<file path="src/rtl/core/vgcld_ram.sv">
module vgcld_ram #(
  parameter int WIDTH = 8,
  parameter int DEPTH = 256
) (
  input  logic                     clk,
  input  logic                     wr_en,
  input  logic [$clog2(DEPTH)-1:0] wr_addr,
  input  logic [WIDTH-1:0]         wr_data,
  input  logic                     rd_en,
  input  logic [$clog2(DEPTH)-1:0] rd_addr,
  output logic [WIDTH-1:0]         rd_data
);

  logic [WIDTH-1:0] mem [DEPTH];
  logic [WIDTH-1:0] rd_data_r;

  always_ff @(posedge clk) begin
    if (wr_en) begin
      mem[wr_addr] <= wr_data;
    end
    // Hold the last read word while no read is issued
    if (rd_en) begin
      rd_data_r <= mem[rd_addr];
    end
  end

  assign rd_data = rd_data_r;

endmodule
</file>
<file path="config.mk">
export PLATFORM = sky130hd
export DESIGN_NAME = vgcld_ram
export DESIGN_NICKNAME = d
export VERILOG_FILES = /design/src/rtl/core/vgcld_ram.sv
export SDC_FILE = /design/constraint.sdc
export NUM_CORES = 2
export LEC_CHECK = 0
export BUFFER_PORTS_ARGS = -buffer_cell sky130_fd_sc_hd__buf_4
export CORE_MARGIN = 2
export CORE_UTILIZATION = 65
export CTS_BUF_LIST = sky130_fd_sc_hd__clkbuf_8
export DETAILED_ROUTE_END_ITERATION = 8
export PLACE_DENSITY_LB_ADDON = 0.15
export SLEW_MARGIN = 20
export SYNTH_ARGS = -nofsm -noshare
export SYNTH_HDL_FRONTEND = slang
export SYNTH_SLANG_ARGS = --single-unit
</file>
<file path="constraint.sdc">
create_clock -name clk -period 2.7 [get_ports clk]
set_input_delay 0.405 -clock clk [delete_from_list [all_inputs] [get_ports clk]]
set_output_delay 0.405 -clock clk [all_outputs]
set_load 0.02 [all_outputs]
</file>
==> summary.txt <==
Outcome
  • Run status: complete, but fails checks
  • Failing checks: setup timing

Critical path
  • Critical path fanouts, max: 22
  • Reg2Reg Setup Slack: about 0.030 ns
  • WP data required: 3.46 ns
  • CP Launch Type: input pin
  • Crit Path Category: input pin to flip-flop
  • Worst r2r src: mem[83][5]
  • Terminus of the critical flop-to-flop path: rd_data[5]
  • R2R cell count: 7
  • Crit. End Element: flip-flop
  • Crit path arrival time: approximately 3.5 ns

Routing
  • Vias: around 42000
  • DR vias/cell: 6.66
  • Routed wire length per instance: between 30 and 40 um
  • Final WL: ~200000 um
  • Initial DRT Pass Iterations: 8
  • Post-route ant nets: 0
  • DR DRC count: 0
  • Detailed Route Iter0 Violations: between 5000 and 6000

Final layout
  • Final core occ: approximately three quarters
  • Area Overhead vs Synth: 15.5%
  • Layout cells sized above 1: approximately 32%
  • Final #Nets: 4531
  • Fin cells: about 6300

Clock tree
  • Num Clock Sinks: slightly above 2000
  • CTS tree: yes
  • Worst-Skew Late Latency: around 1.1 ns
  • Total CTS buffers: around 330
  • Number of buffers added for setup after CTS: 0
  • CTS root buffer: clkbuf_8
  • Max Root-Sink Buffers: 4
  • Clock transition at path regs: 0.07 ns
  • H-Tree Depth: 5

Synth
  • Sequential area share after synthesis: a little under 80%
  • Async S/R FF share, synth: 0%
  • Count leader, synth: edfxtp_1
  • Largest family of logic cells by synthesized area: multiplexers
  • Synth top area cells: edfxtp_1, mux4_2, mux2i_1
  • Post-synthesis simple-gate area fraction: around 2.6%
  • Gate Count Post-Synth: ~3700
  • Most frequent cells after synthesis: edfxtp_1, mux4_2, nor2_1
  • Register bit total from synthesis: just over 2000
  • Compound-Gate Fraction of Synth Area: around 3.4%
  • EDFF count, synth: 2056
  • Total number of yosys warnings: 0
  • Share of the synthesized area in the top cell type: 77.5%
  • XOR/XNOR Fraction of Synth Area: 0%
  • Post-synth top flop: edfxtp_1
  • Net count after synthesis: 3760
  • Post-Synth Adder-Cell Area: 0%
  • Cell taking the most area after synthesis: edfxtp_1
  • Syn Area/Cell: roughly 21 um2
  • Cell Area, Synth: between 70000 and 80000 um2
  • Mux share of post-synthesis cell area: between 10% and 20%
  • Yosys cell types: 54

Hold path
  • Hold crit path type: input pin to flip-flop
  • Worst Hold Launch: wr_data[2]
  • Hold depth: 1
  • End of the worst hold path: mem[69][2]

Floorplan
  • Die ar.: between 100000 and 150000 um2
  • Starting Density: 65.4%
  • Die Wd: roughly 350 um
  • DIE HEIGHT: about 350 um
  • Number of core rows: approximately 130
  • Core box area: between 100000 and 150000 um2
  • # IOs: 35

STA
  • Final Critical Period: around 2.7 ns
  • Worst Skew: about 0.07 ns
  • RSZ-0062 raised after global routing: no
  • Final setup violating endpoints: 1
  • Slew @ Worst Pin: 0.946 ns
  • Max Clock Freq: approximately 370 MHz
  • Slew Viols, Final: 0
  • Fin crit share: 101%
  • Final Hold Fails: 0
  • Slew margin rel.: 36.3%
  • Setup ws final: -0.0163 ns

GRT
  • Total grt overflow: 0
  • Pin count of the biggest net entering global routing: 117
  • GRT Util Overall: between 30% and 40%
  • Initial antenna violation count: 4
  • Vias in the first global route: around 43000
  • First-pass GRT wire length: between 200000 and 300000 um

Placed design
  • Final HPWL DP: 126000 um
  • Setup Slack @ Placement: -0.954 ns
  • Final GP Congestion: 0.900
  • Buffers on Ports: 34
  • Placed Instances: 5793

Pwr
  • Tot Pwr: slightly above 0.06 W
  • Max IR drop VDD: approximately 660 uV
  • Static leakage: just over 30 nW
  • Pwr dens: between 600 and 700 nW/um2

Flow run
  • MaxCap Viol Count: 0
-- state kept, by name (all words and copies together) (netlist names) --
| register | cells |
|---|---|
| rd_data | 8 |
| mem | 2048 |
-- power breakdown --
group,total (W),internal (W),switching (W)
logic,0.00361,0.00145,0.00216
clock network,0.0235,0.0120,0.0115
registers,0.0353,0.0352,0.0000418
-- cells by family after synthesis --
logic type,Yosys count
compound gates,385
buf+inv,235
flops,2056
mux,591
simple gates,466
-- worst max path at each step --
| stage | from | end |
|---|---|---|
| floorplan | rd_addr[0] | rd_data[2] |
| global placement | rd_addr[0] | rd_data[0] |
| detailed placement | rd_addr[0] | rd_data[7] |
| CTS | mem[141][0] | rd_data[0] |
| global route | mem[82][3] | rd_data[3] |
| finish | rd_addr[0] | rd_data[7] |
-- placed cells by master (no fill, tap or decap), types with 13 or more instances in the layout --
cell,netlist,layout
mux4_2,454,454
nor4_2,3,13
buf_4,27,582
o22ai_1,28,28
clkinv_1,1,67
nor2b_1,31,28
nand2_1,33,33
clkbuf_8,0,340
nor4_1,24,14
clkinv_2,0,28
a211oi_1,16,16
nor3_1,22,20
buf_12,8,76
nand3_1,34,34
mux2i_1,134,134
edfxtp_1,2056,2056
a22oi_1,133,133
nor2_1,282,279
inv_1,1,95
o221ai_1,46,46
a21oi_1,96,96
a221oi_1,13,13
-- metrics by stage --
step | TNS (ns) | instance area, um2 | hold slack (ns)
floorplan | 0 | 79600 | 0.504
global placement | -7.95 | 86300 | 0.680
detailed placement | -5.93 | 86300 | 0.683
CTS | 0 | 92000 | 0.0114
global route | 0 | 92000 | 0.0245
finish | -0.0163 | 92000 | 0.0217
-- what timing repair did --
item	4_1_cts	5_1_grt
resized for setup	1	1
hold endpoints to repair	422	0
endpoints found under the setup margin	1	1
hold buffers	7	0
-- worst max-delay path, stage by stage --
cell and delay, ns:
buf_8 0.29, buf_12 0.25, buf_12 0.22, buf_4 0.17
mux2i_1 0.23, o22ai_1 0.14, o21ai_0 0.40, nand3_1 0.26
nor4_1 0.87, nor4_1 0.16
-- area by class of cell --
type / instances / area (um2)
Tap cell: 1625 / 2030
Clock buffer: 332 / 4570
Clock inverter: 202 / 1000
Fill cell: 6588 / 29700
Timing Repair Buffer: 675 / 6100
Multi-Input combinational cell: 1442 / 16500
Antenna cell: 7 / 17.5
Sequential cell: 2056 / 61700
Inverter: 2 / 7.51
-- metal layers --
layer | wire length, um | global-route usage (%)
met1 | 71200 | 44.2
met2 | 97500 | 51.3
met3 | 21200 | 7.01
met4 | 8270 | 13.0
met5 | 0 | 0
Note: power is estimated with default switching activity, not from simulation.
